**src/hw/rtl/prime_field_alu_core_defines.svh**
```systemverilog
// Assertion macros used by the prime field ALU controller.
`ifndef PRIME_FIELD_ALU_CORE_DEFINES_SVH
`define PRIME_FIELD_ALU_CORE_DEFINES_SVH

// Same-cycle implication, switched off while reset is high.
`define PFA_ASSERT_IMP(lbl, clk, rst, ante, cons, msg) \
  lbl: assert property (@(posedge clk) disable iff (rst) (ante) |-> (cons)) \
    else $error(msg);

// Next-cycle implication, switched off while reset is high.
`define PFA_ASSERT_NXT(lbl, clk, rst, ante, cons, msg) \
  lbl: assert property (@(posedge clk) disable iff (rst) (ante) |=> (cons)) \
    else $error(msg);

`endif

```
**src/hw/rtl/pfa_pkg.sv**
```systemverilog
// Types and constants shared by the prime field ALU modules.
package pfa_pkg;

  localparam int DATA_W = 30;
  localparam int EXP_W  = 63;
  localparam int KIND_W = 3;
  localparam int SGN_W  = 32;
  localparam int RED_W  = 32;
  localparam int PROD_W = 2 * DATA_W;
  localparam int Q1_W   = DATA_W + 1;
  localparam int Q2_W   = Q1_W + RED_W;

  // Operation codes.
  localparam logic [KIND_W-1:0] KIND_ADD = 3'd0;
  localparam logic [KIND_W-1:0] KIND_SUB = 3'd1;
  localparam logic [KIND_W-1:0] KIND_MUL = 3'd2;
  localparam logic [KIND_W-1:0] KIND_DIV = 3'd3;
  localparam logic [KIND_W-1:0] KIND_NEG = 3'd4;
  localparam logic [KIND_W-1:0] KIND_INV = 3'd5;
  localparam logic [KIND_W-1:0] KIND_POW = 3'd6;

  typedef struct packed {
    logic [KIND_W-1:0] kind;
    logic [DATA_W-1:0] operand_a;
    logic [DATA_W-1:0] operand_b;
    logic [EXP_W-1:0]  exponent;
  } pfa_in_t;

  typedef struct packed {
    logic [DATA_W-1:0] result_value;
    logic              range_error;
  } pfa_out_t;

  // Operand pairs for the modular multiplier.
  typedef enum logic [1:0] {
    MSEL_AB,
    MSEL_ARES,
    MSEL_ACC_SQ,
    MSEL_SQ_SQ
  } pfa_mul_sel_t;

  // Register that takes the multiplier's product.
  typedef enum logic [1:0] {
    DEST_NONE,
    DEST_RES,
    DEST_ACC,
    DEST_SQ
  } pfa_mul_dest_t;

  typedef struct packed {
    logic          load;
    logic          simple_op;
    logic          mul_start;
    pfa_mul_sel_t  mul_sel;
    pfa_mul_dest_t mul_dest;
    logic          euc_init;
    logic          div_start;
    logic          div_capture;
    logic          euc_update;
    logic          inv_finish;
    logic          pow_init;
    logic          pow_shift;
    logic          pow_finish;
  } pfa_cmd_t;

  typedef struct packed {
    logic [KIND_W-1:0] kind;
    logic              range_err;
    logic              r1_zero;
    logic              e_zero;
    logic              e_lsb;
    logic              mul_done;
    logic              div_done;
  } pfa_status_t;

endpackage

```
**src/hw/rtl/pfa_ctrl.sv**
```systemverilog
// Sequencer for the prime field ALU operations.
`include "prime_field_alu_core_defines.svh"

module pfa_ctrl (
  input  logic                 clk,
  input  logic                 rst,
  input  logic                 start,
  output logic                 busy,
  output logic                 done,
  output pfa_pkg::pfa_cmd_t    cmd,
  input  pfa_pkg::pfa_status_t status
);
  import pfa_pkg::*;

  typedef enum logic [3:0] {
    S_IDLE,
    S_DECODE,
    S_MUL_RES,
    S_EUC_TEST,
    S_EUC_DIV,
    S_EUC_UPD,
    S_EUC_FIN,
    S_DIV_MUL,
    S_POW_TEST,
    S_POW_ACC,
    S_POW_SQ,
    S_DONE
  } state_t;

  state_t state;
  state_t state_next;

  // State register.
  always_ff @(posedge clk) begin
    if (rst) begin
      state <= S_IDLE;
    end else begin
      state <= state_next;
    end
  end

  // Next state and datapath commands.
  always_comb begin
    state_next   = state;
    cmd          = '0;
    cmd.mul_sel  = MSEL_AB;
    cmd.mul_dest = DEST_NONE;
    case (state)
      S_IDLE: begin
        if (start) begin
          cmd.load   = 1'b1;
          state_next = S_DECODE;
        end
      end
      S_DECODE: begin
        if (status.range_err) begin
          cmd.simple_op = 1'b1;
          state_next    = S_DONE;
        end else begin
          case (status.kind)
            KIND_MUL: begin
              cmd.mul_start = 1'b1;
              cmd.mul_sel   = MSEL_AB;
              state_next    = S_MUL_RES;
            end
            KIND_DIV, KIND_INV: begin
              cmd.euc_init = 1'b1;
              state_next   = S_EUC_TEST;
            end
            KIND_POW: begin
              cmd.pow_init = 1'b1;
              state_next   = S_POW_TEST;
            end
            default: begin
              cmd.simple_op = 1'b1;
              state_next    = S_DONE;
            end
          endcase
        end
      end
      S_MUL_RES: begin
        cmd.mul_dest = DEST_RES;
        if (status.mul_done) begin
          state_next = S_DONE;
        end
      end
      S_EUC_TEST: begin
        if (status.r1_zero) begin
          state_next = S_EUC_FIN;
        end else begin
          cmd.div_start = 1'b1;
          state_next    = S_EUC_DIV;
        end
      end
      S_EUC_DIV: begin
        if (status.div_done) begin
          cmd.div_capture = 1'b1;
          state_next      = S_EUC_UPD;
        end
      end
      S_EUC_UPD: begin
        cmd.euc_update = 1'b1;
        state_next     = S_EUC_TEST;
      end
      S_EUC_FIN: begin
        cmd.inv_finish = 1'b1;
        state_next     = (status.kind == KIND_DIV) ? S_DIV_MUL : S_DONE;
      end
      S_DIV_MUL: begin
        cmd.mul_start = 1'b1;
        cmd.mul_sel   = MSEL_ARES;
        state_next    = S_MUL_RES;
      end
      S_POW_TEST: begin
        if (status.e_zero) begin
          cmd.pow_finish = 1'b1;
          state_next     = S_DONE;
        end else if (status.e_lsb) begin
          cmd.mul_start = 1'b1;
          cmd.mul_sel   = MSEL_ACC_SQ;
          state_next    = S_POW_ACC;
        end else begin
          cmd.mul_start = 1'b1;
          cmd.mul_sel   = MSEL_SQ_SQ;
          state_next    = S_POW_SQ;
        end
      end
      S_POW_ACC: begin
        // The square does not depend on the accumulator, so it issues on completion.
        cmd.mul_dest = DEST_ACC;
        if (status.mul_done) begin
          cmd.mul_start = 1'b1;
          cmd.mul_sel   = MSEL_SQ_SQ;
          state_next    = S_POW_SQ;
        end
      end
      S_POW_SQ: begin
        cmd.mul_dest = DEST_SQ;
        if (status.mul_done) begin
          cmd.pow_shift = 1'b1;
          state_next    = S_POW_TEST;
        end
      end
      S_DONE: begin
        state_next = S_IDLE;
      end
      default: begin
        state_next = S_IDLE;
      end
    endcase
  end

  assign busy = (state != S_IDLE);
  assign done = (state == S_DONE);

  // Checks on sequencing.
  `PFA_ASSERT_NXT(a_done_then_idle, clk, rst, done, !busy, "result beat not followed by idle")
  `PFA_ASSERT_NXT(a_accept_busy, clk, rst, start && !busy, busy, "accepted beat left block idle")
  `PFA_ASSERT_IMP(a_mul_expected, clk, rst, status.mul_done, (state == S_MUL_RES) || (state == S_POW_ACC) || (state == S_POW_SQ), "product arrived outside a wait state")
  `PFA_ASSERT_IMP(a_div_expected, clk, rst, status.div_done, state == S_EUC_DIV, "quotient arrived outside the divide wait")

endmodule
```
**config.mk**
```make
export PLATFORM = sky130hd
export DESIGN_NAME = pfa_ctrl
export DESIGN_NICKNAME = d
export VERILOG_FILES = /design/src/hw/rtl/pfa_pkg.sv /design/src/hw/rtl/pfa_ctrl.sv
export VERILOG_INCLUDE_DIRS = /design/src /design/src/hw/rtl
export SDC_FILE = /design/constraint.sdc
export NUM_CORES = 1
export LEC_CHECK = 0
export ABC_AREA = 0
export BUFFER_PORTS_ARGS = -buffer_cell sky130_fd_sc_hd__buf_2
export CAP_MARGIN = 20
export CORE_MARGIN = 2
export CORE_UTILIZATION = 45
export CTS_CLUSTER_SIZE = 25
export DETAILED_ROUTE_END_ITERATION = 6
export PLACE_DENSITY = 0.78
export SYNTH_ARGS = -nofsm -noshare
export SYNTH_HDL_FRONTEND = slang
export SYNTH_SLANG_ARGS = --single-unit
```
**constraint.sdc**
```tcl
create_clock -name clk -period 1.71 [get_ports clk]
set_input_delay 0.0855 -clock clk [delete_from_list [all_inputs] [get_ports clk]]
set_output_delay 0.0855 -clock clk [all_outputs]
set_load 0.05 [all_outputs]
```
# Word level (Yosys, flattened, before mapping)
# Cells that the tools add are included.
# classes
n_eq_ne	20
n_mux	40
reduce_logical	5
# op_table
op	n
case mux 4 bit (11 select lines)	1
two-way mux 4 bit	8
two-way mux 1 bit	22
== test 4 x 3 -> 1 bit, second input constant	4
== test 4 bit, second input constant	4
two-way mux 3 bit	4
case mux 3 bit (4 select lines)	1
case mux 4 bit (3 select lines)	1
inequality test 2 bit, second input constant	5
== test 4 x 2 -> 1 bit, second input constant	2
== test 3 x 2 -> 1 bit, second input constant	2
== test 3 bit, second input constant	2
case mux 2 bit (3 select lines)	1
AND reduction 5 bit	1
== test 4 x 1 -> 1 bit, second input constant	1
logical NOT 4 bit	1
two-way mux 2 bit	2
nonzero test 4 bit	1
OR reduction 4 bit	1
OR reduction 2 bit	1
# totals
reg_bits	4
word_cells	66

# Logic depth before layout (Yosys ltp)
# Gate-level depths: netlist (run 1).
# depth
depth_word	5
mapped_depth	6
depth_no_buf	4

# Least setup slack after synthesis (run 1)
# Ideal clock, no wire load.
# synth_path
path_kind	register to output
startpoint	reg state[1]
endpoint	out cmd[0] (netlist bit)
arrival_time_ns	2.366
required_ns	1.624
setup_slack_ns	-0.742
path_stages_with_launch	4
n_path_buf	1
path_cell_list	dfxtp_1 > buf_6 > or2b_2 > nor4b_1
# synth_rtl
item	line_no	source
start, declared	pfa_ctrl.sv:30	state_t state;
start signal, assigned	pfa_ctrl.sv:38	state <= state_next;
end, declared	pfa_ctrl.sv:10	output pfa_pkg::pfa_cmd_t cmd,

==> summary.md, run 1 <==
| Metric | Value |
|---|---|
| Flip-flop count of the largest register after layout | 4 |
| NumNets Final | between 100 and 150 |
| CTS buffer count | 3 |
| Antenna Cells | 0 |
| Synth Area in Simple Gates | 0.4758 |
| Yosys reg bits | 4 |
| Reg with most FFs | state |
| Net switching power figure | 0.0008219 W |
| Most common cell after layout, fill and taps aside | buf_2 |
| Hold_buf cts | 0 |
| Switch share | 0.5892 |
| H-tree Lvls | 1 |
| DP Worst Slack | around 200 ps |
| P&R area growth vs syn | 32.46% |
| First-pass GRT wire length | approximately 2400 um |
| Reg power frac | 0.158 |
| Critical Path AT | between 1500 and 2000 ps |
| Worst Clk Skew | approximately 4.7 ps |
| Port Buf Inserts | 28 |
| Vias | 700 |
| Most frequent cells in the layout | buf_2 (28), nor2_1 (8), nand2_1 (5), and3_1 (4), buf_4 (4) |
| Maximum VDD drop | roughly 640 uV |
| Post-synth EDFFs | 0 |
| Largest regs | state: 4 flops |
| Mux share of post-synthesis cell area | 0 |
| Root Buffer | clkbuf_4 |
| Syn Area/Cell | 7.757 sq um |
| Setup crit start kind | flip-flop |
| Initial Util | 0.4769 |
| Vias in the first global route | between 500 and 600 |
| Die Height | 41.14 um |
| Routability cong. | 0.8848 |
| GR Util All Layers | 0.2111 |
| Die area | between 1500 and 2000 sq um |
| WL/cell | about 12 um |
| Synth Area in Compound Gates | 0.2278 |
| Pwr Total | approximately 0.0014 W |
| Pwr Density | ~1700 nW/um^2 |
| Maximum fanout along the worst path | 14 |
| Hold Crit Class | in -> reg |
| WS Path Type | reg -> out |
| Largest family of logic cells by synthesized area | simple AND/OR/NAND/NOR gates |
| Fin crit share | 0.9695 |
| Cells after DPL | 120 |
| Required @ worst endpoint | between 1500 and 2000 ps |
| Logic pwr share | 0.759 |
| Synth Area in XOR/XNOR | 0.04234 |
| Residual DRC count | 0 |
| Mapped Nets | 92 |
| Mapped Area | 620.6 sq um |
| Clock Power Share | 0.082 |
| Num rows | 13 |
| Clk buf depth | 2 |
| Final std cells w/o fill | between 100 and 150 |
| Clk sinks | 4 |
| Clock latency on the worst-skew pair | 230 ps |
| I/O pin count | 29 |
| Vias per cell | roughly 5.7 |
| Number of setup violations in the final report | 0 |
| Core ar. | between 1000 and 1500 sq um |
| Drt pass-1 iters | 4 |
| Crit. End Element | primary output |
| Max Freq | 603.2 MHz |
| Reg2reg path depth | 4 |
| 1st-iter DRT viols | 11 |
| WHS Path Cells | 2 |
| Internal power | about 0.00057 W |
| Dpl hpwl | ~1200 um |
| Clock transition at path regs | about 30 ps |
| Initial antenna violation count | 0 |
| Number of routed nets with antenna violations | 0 |
| Drt total wl | 1536 um |
| Max-slew violation count | 0 |
| Synth Warn # | 0 |
| Worst-Margin Slew | ~440 ps |
| Global route overflow | 0 |
| Seq/Total Area, Yosys | 0.1290 |
| Post-Syn Instances | 80 |
| CTS tree | built |
| Leak | around 0.38 nW |
| Status | complete, no violations |
| Commonest register cell after synthesis | dfxtp_1 |
| Worst rel slew slack | 0.6975 |
| Async S/R FF share, synth | 0 |
| Synth unique cells | slightly above 40 |
| Hold Violations, Final | 0 |
| Largest net degree at the start of global routing | 15 |
| Die Wd | slightly above 40 um |
| Final setup margin | about 52 ps |
| Post-Synth Adder-Cell Area | 0 |
| Maxcap violations | 0 |
| Min Tclk post-route | approximately 1700 ps |
| Share of layout cells above drive strength 1 | 0.5370 |
through the flow:
| stage | hold WS (ps) | cell area [sq um] | TNS (ps) | utilization |
|---|---|---|---|---|
| 6_report | 72.12 | 822.0 | 0 | 0.6317 |
| 5_1_grt | 60.84 | 822.0 | -7.117 | 0.6317 |
| 4_1_cts | 71.92 | 805.8 | -1.765 | 0.6192 |
| 3_5_place_dp | 312.5 | 780.7 | 0 | 0.6000 |
| 3_3_place_gp | 319.1 | 780.7 | 0 | 0.6000 |
| 2_1_floorplan | 150.1 | 661.9 | -55.21 | - |
worst max-delay path, cell delays in order (launching register included):
cell,delay (ps)
dfxtp_1,350
buf_4,220
nand2_1,160
nor2_1,60
a311o_2,340
buf_2,210
logic make-up after synthesis:
group / count (synthesis)
XOR/XNOR: 3
buffers and inverters: 9
AND/OR/NAND/NOR: 45
AO/OA/AOI/OAI: 19
flip-flops: 4
final cells by class:
cell class,instances,area (sq um)
Multi-Input combinational cell,67,520.5
Tap cell,15,18.77
Timing Repair Buffer,32,170.2
Sequential cell,4,82.58
Fill cell,122,479.2
Clock buffer,3,22.52
Inverter,2,7.507
cell usage after synthesis, types with 2 or more instances:
cell type	count	area, sq um
o31ai_1	2	15.01
nand3b_1	2	15.01
nor3b_2	2	25.02
inv_1	2	7.510
nor3_1	6	30.03
nand2b_1	2	12.51
dfxtp_1	4	80.08
o21ai_0	2	10.01
and3_1	4	25.02
o22ai_1	2	12.51
nor2_1	9	33.78
nor3b_1	3	22.52
xor2_1	2	17.52
and4b_1	2	20.02
a21oi_1	3	15.01
buf_6	4	45.04
nand2_1	5	18.77
per-layer routing:
metal  up-vias  GRT usage  wire, um
li1        358          -         -
met1       320     0.2564       696
met2        22     0.3711       764
met3         0    0.04891        75
met4         0    0.04839         0
met5         -          0         0
worst paths after layout:
kind / slack [ps] / start / end
max: 50 / state[0]$_SDFFE_PP0P_ / cmd[12]
min: 70 / rst / state[1]$_SDFFE_PP0P_
min reg2reg: 540 / state[3]$_SDFFE_PP0P_ / state[2]$_SDFFE_PP0P_
max reg2reg: 270 / state[0]$_SDFFE_PP0P_ / state[3]$_SDFFE_PP0P_
power groups by stage:
stage / Sequential (W) / Combinational [W] / Clock [W]
after floorplan: 0.000151 / 0.000951 / 0
after global placement: 0.000200 / 0.00103 / 0
after detailed placement: 0.000202 / 0.00103 / 0
after CTS: 0.000202 / 0.00104 / 0.000117
after global routing: 0.000227 / 0.00113 / 0.000130
final: 0.000221 / 0.00106 / 0.000115
timing repair:
item / 4_1_cts / 5_1_grt
resized for setup: 1 / 5
pin swaps: 0 / 0
buffers inserted: 0 / 0
setup endpoints to repair: 2 / 9
Power figures use the tool's default switching activity.
==> run 2: changes to the inputs <==
==> constraint.sdc (replaced) <==
create_clock -name clk -period 1.71 [get_ports clk]
set_input_delay 0.342 -clock clk [delete_from_list [all_inputs] [get_ports clk]]
set_output_delay 0.342 -clock clk [all_outputs]
set_load 0.02 [all_outputs]
==> run 2 against run 1 <==
- the run now ends with negative setup slack left
- combinational power decreased by 6%
- clock-buffer cell count unchanged
- clock power up 9.6%
- critical path depth fell by 1
- sequential power is 5% higher
- total power shrank 2.9%
- non-clock buffer count grew 6
- register-to-register slack worse by 30 ps
- sequential share of layout area grew 0.33 points
- clock skew up 1.5 ps
- die area stayed put
- global-route usage rose by 2.2 points
- critical endpoint unchanged
- largest cell class unchanged
==> summary.md, run 2 (synthesis results as in run 1) <==
| Metric | Value |
|---|---|
| Max Freq | between 500 and 600 MHz |
| Num rows | 13 |
| FF+latch area | around 93 sq um |
| Global route overflow | 0 |
| Net switching power figure | 0.0006584 W |
| Initial Util | 0.4769 |
| WL/cell | 13.50 um |
| Worst-Margin Slew | between 300 and 400 ps |
| GR Util All Layers | 0.2336 |
| Min Tclk post-route | ~1700 ps |
| Routability cong. | approximately 0.86 |
| Required @ worst endpoint | between 1000 and 1500 ps |
| Maximum fanout along the worst path | 11 |
| Leak | 0.4285 nW |
| Internal power | ~0.00070 W |
| Final setup margin | -3.613 ps |
| WS Path Type | reg -> out |
| Critical Path AT | between 1000 and 1500 ps |
| Antenna Cells | 0 |
| 1st-iter DRT viols | 16 |
| Residual DRC count | 0 |
| Core ar. | 1301 sq um |
| Worst rel slew slack | 0.7477 |
| Flip-flop count of the largest register after layout | 4 |
| DP Worst Slack | between 100 and 150 ps |
| Dpl hpwl | 1317 um |
| Maxcap violations | 0 |
| Hold Crit Class | in -> reg |
| Status | finished with violations |
| Switch share | 0.4863 |
| Fillers | between 100 and 150 |
| CTS tree | built |
| Most common cell after layout, fill and taps aside | buf_2 |
| Die Height | 41.14 um |
| Largest regs | state: 4 flops |
| Crit path cell chain | or3b_4 > nor2_4 > a311o_1 > buf_4 |
| Vias | about 750 |
| Crit. End Element | primary output |
| RSZ-0062 raised after global routing | true |
| Share of layout cells above drive strength 1 | 0.5702 |
| Die Wd | between 40 and 50 um |
| Hold Violations, Final | 0 |
| Clk sinks | 4 |
| Pwr Density | about 1500 nW/um^2 |
| Drt total wl | around 1700 um |
| Initial antenna violation count | 0 |
| Vias in the first global route | 647 |
| Delay-heaviest family, CP | simple AND/OR/NAND/NOR gates |
| Number of routed nets with antenna violations | 0 |
| H-tree Lvls | 1 |
| Clock transition at path regs | 40 ps |
| Logic pwr share | 0.736 |
| First-pass GRT wire length | 2649 um |
| Setup crit start kind | flip-flop |
| Worst Clk Skew | between 6 and 7 ps |
| Drt pass-1 iters | 4 |
| Number of setup violations in the final report | 1 |
| Reg2reg setup slack | 240 ps |
| CP bufs+invs | 1 |
| Area of the multi-input gates | roughly 520 sq um |
| I/O pin count | 29 |
| Hold_buf cts | 0 |
| Maximum VDD drop | 709.0 uV |
| CTS buffer count | 3 |
| Clock Power Share | 0.093 |
| Vias per cell | 5.829 |
| Root Buffer | clkbuf_4 |
| P&R area growth vs syn | 43.75% |
| Clock latency on the worst-skew pair | between 200 and 300 ps |
| Reg with most FFs | state |
| Most frequent cells in the layout | buf_2 (24), buf_4 (13), nor2_1 (7), nor3_1 (6) |
| Crit path largest cell delay | 410 ps |
| Die area | about 1700 sq um |
| Largest net degree at the start of global routing | 13 |
| Post-layout util | 0.6856 |
| Reg power frac | 0.171 |
| Slowest cell on crit path | or3b_4 |
| Fin crit share | 1.002 |
| Failing checks | negative setup slack |
| Clk buf depth | 2 |
| NumNets Final | between 100 and 150 |
| Port Buf Inserts | 28 |
| Max-slew violation count | 0 |
-- run 2: cell count changes in the layout (fill, tap and decap cells not counted), moves of 2 or more --
cell,before,now
dfxtp_1,2,0
dfxtp_4,0,3
buf_2,28,24
buf_4,4,13
nor3_2,2,0
nor3_1,3,6
-- run 2: worst paths after layout --
kind / startpoint / end / cells past startpoint
worst max-delay path: state[1]$_SDFFE_PP0P_ / cmd[12] / 4
worst min-delay path: rst / state[1]$_SDFFE_PP0P_ / 2
worst max register to register: state[0]$_SDFFE_PP0P_ / state[3]$_SDFFE_PP0P_ / 6
worst min register to register: state[3]$_SDFFE_PP0P_ / state[0]$_SDFFE_PP0P_ / 3
-- run 2: area by class of cell --
type                    instances  area share
flip-flops and latches          4      0.1038
clock buffers                   3     0.02525
well taps                      15     0.02104
inverters                       2    0.008415
multi-input cells              67      0.5849
repair buffers                 38      0.2567
-- run 2: layer usage --
layer	GRT usage	share of wire
met1	0.2701	0.46
met2	0.4336	0.47
met3	0.01630	0.060
met4	0.09677	0.0080
met5	0	0
-- run 2: through the flow --
stage          total power, W  std cells  hold WS (ps)  setup TNS, ps  instance area, sq um
6_report             0.001354        129         315.6         -3.613                 892.1
3_3_place_gp         0.001043        124         566.7              0                 778.2
2_1_floorplan       0.0008588         80         406.6              0                 629.4
3_5_place_dp         0.001062        124         573.2              0                 778.2
5_1_grt              0.001433        129         330.2         -116.4                 892.1
4_1_cts              0.001275        128         321.8              0                 850.8
-- run 2: power by group through the flow --
stage / clock network, W / registers, W / logic [W]
3_5_place_dp: 0 / 0.000198 / 0.000865
3_3_place_gp: 0 / 0.000192 / 0.000852
5_1_grt: 0.000123 / 0.000237 / 0.00107
6_report: 0.000126 / 0.000231 / 0.000997
4_1_cts: 0.000119 / 0.000224 / 0.000932
2_1_floorplan: 0 / 0.000150 / 0.000709
-- run 2: what timing repair did --
action                     4_1_cts  5_1_grt
gates resized for setup         15        9
buffers inserted                 1        1
hold endpoints to repair         0        0
pin swaps                        1        2
setup endpoints to repair       13        8
==> run 3: changes to the inputs <==
--- a/config.mk
+++ b/config.mk
@@ -14,6 +14,7 @@
 export CTS_CLUSTER_SIZE = 25
 export DETAILED_ROUTE_END_ITERATION = 6
 export PLACE_DENSITY = 0.78
+export SKIP_LAST_GASP = 1
 export SYNTH_ARGS = -nofsm -noshare
 export SYNTH_HDL_FRONTEND = slang
 export SYNTH_SLANG_ARGS = --single-unit
==> run 3 against run 2 <==
- the flow still finishes with violations (negative setup slack)
- via count fell by 0.53%
- global-route usage fell by 0.22 points
- critical path depth did not move
- highest routed layer unchanged
- sequential cell count did not move
- utilization fell by 0.48 points
- cell area fell by 0.70%
- first-iteration DRC count rose by 31%
- sequential power barely moved
- register-to-register slack barely moved
- largest power group unchanged
- worst hold slack improved by 2.4 ps
- clock-buffer cell count did not move
- clock skew barely moved
==> summary.md, run 3 (synthesis results as in run 1) <==
| Metric | Value |
|---|---|
| Maximum VDD drop | 721.7 uV |
| CTS tree | built |
| Failing checks | negative setup slack |
| Reg with most FFs | state |
| Number of routed nets with antenna violations | 0 |
| Drt total wl | about 1800 um |
| Initial Util | 0.4769 |
| Initial antenna violation count | 0 |
| Vias | 748 |
| Grt peak-use layer | met2 |
| M1 GR Usage | 0.2605 |
| Clk buf depth | 2 |
| Largest regs | state: 4 flops |
| Reg2reg path depth | 6 |
| Most frequent cells in the layout | buf_2 (25), buf_4 (11), nor2_1 (8), nor3_1 (5) |
| Clock transition at path regs | roughly 30 ps |
| Status | finished with violations |
| Hold Violations, Final | 0 |
| Vias per cell | roughly 5.8 |
| Required @ worst endpoint | 1370 ps |
| Worst-Margin Slew | between 300 and 400 ps |
| Hold_buf cts | 0 |
| Maxcap violations | 0 |
| Core ar. | approximately 1300 sq um |
| First-pass GRT wire length | 2628 um |
| Area of the multi-input gates | approximately 530 sq um |
| WS Path Type | reg -> out |
| Min Tclk post-route | between 1500 and 2000 ps |
| Most common cell after layout, fill and taps aside | buf_2 |
| FF+latch area | between 90 and 100 sq um |
| Die Height | approximately 41 um |
| Reg2reg setup slack | between 200 and 250 ps |
| RSZ-0062 raised after global routing | true |
| H-tree Lvls | 1 |
| Max-slew violation count | 0 |
| Crit. End Element | primary output |
| Clk sinks | 4 |
| Die Wd | slightly above 40 um |
| Pwr Total | about 0.0013 W |
| Num rows | 13 |
| Worst rel slew slack | 0.7487 |
| Root Buffer | clkbuf_4 |
| Maximum fanout along the worst path | 11 |
| Largest net degree at the start of global routing | 13 |
| 1st-iter DRT viols | 21 |
| WHS Path Cells | 2 |
| Final Cell Area | ~890 sq um |
| Antenna Cells | 0 |
| Post-Place Cell Area | about 780 sq um |
| Hold Crit Class | in -> reg |
| Critical Path AT | 1400 ps |
| Flip-flop count of the largest register after layout | 4 |
| M3 GR Usage | 0.01630 |
| Fillers | about 110 |
| Residual DRC count | 0 |
| Drt pass-1 iters | 4 |
| Number of setup violations in the final report | 3 |
| WL/cell | ~14 um |
| Die area | between 1500 and 2000 sq um |
| Leak | around 0.42 nW |
| Dpl hpwl | 1317 um |
| Final setup margin | -31.46 ps |
| Max Freq | around 570 MHz |
| Pwr Density | around 1500 nW/um^2 |
| Post-layout util | 0.6808 |
| Global route overflow | 0 |
| CTS buffer count | 3 |
| Share of layout cells above drive strength 1 | 0.5752 |
| GR Util All Layers | 0.2314 |
| NumNets Final | 127 |
| Setup_tns | -33.67 ps |
| Port Buf Inserts | 28 |
| P&R area growth vs syn | 42.74% |
| Setup crit start kind | flip-flop |
| Worst Clk Skew | approximately 6.6 ps |
| Met2 Use GR | 0.4375 |
| Vias in the first global route | about 650 |
| Fin crit share | 1.018 |
| I/O pin count | 29 |
| Routability cong. | approximately 0.86 |
| Clock latency on the worst-skew pair | about 250 ps |
run 3: cell count changes in the layout (fill, tap and decap cells not counted), sizes merged:
cell  previous run  this run
buf             38        37
run 3: cell type report:
class	instances	share of cell area
repair buffers	37	0.2472
well taps	15	0.02119
inverters	2	0.008475
multi-input cells	67	0.5932
clock buffers	3	0.02542
flip-flops and latches	4	0.1045
run 3: routing by layer:
layer  share of wire  vias up
met4           0.016        0
met3           0.066        4
li1                -      371
met5               0        -
met2            0.45       31
met1            0.47      342
run 3: critical path, cell delays in order, from the launching register on:
cell,delay [ps]
dfxtp_4,380
or3b_4,420
nor2_4,110
a311o_1,110
buf_4,130
run 3: power breakdown:
group          switching (W)  leakage (nW)  total, W  internal (W)
Combinational       0.000534         0.375  0.000987      0.000453
Sequential         0.0000822        0.0353  0.000232      0.000150
Clock              0.0000462        0.0138  0.000125     0.0000790
run 3: what timing repair did:
item / 4_1_cts / 5_1_grt
pin swaps: 1 / 0
buffers inserted: 1 / 0
gates cloned: 0 / 0
hold endpoints to repair: 0 / 0
setup endpoints to repair: 13 / 8
resized for setup: 14 / 9
run 3: path summary, 6_finish.rpt:
| check | startpoint | to |
|---|---|---|
| min | rst | state[1]$_SDFFE_PP0P_ |
| max reg2reg | state[0]$_SDFFE_PP0P_ | state[0]$_SDFFE_PP0P_ |
| min reg2reg | state[3]$_SDFFE_PP0P_ | state[0]$_SDFFE_PP0P_ |
| max | state[1]$_SDFFE_PP0P_ | cmd[12] |
run 3: through the flow:
stage                     hold WS (ps)  std cells  setup slack, ps
final                            318.0        128           -31.46
after global routing             330.2        128           -72.20
after CTS                        321.8        128           -40.20
after detailed placement         573.2        124            120.8
after global placement           566.7        124            142.1
after floorplan                  406.6         80            49.58
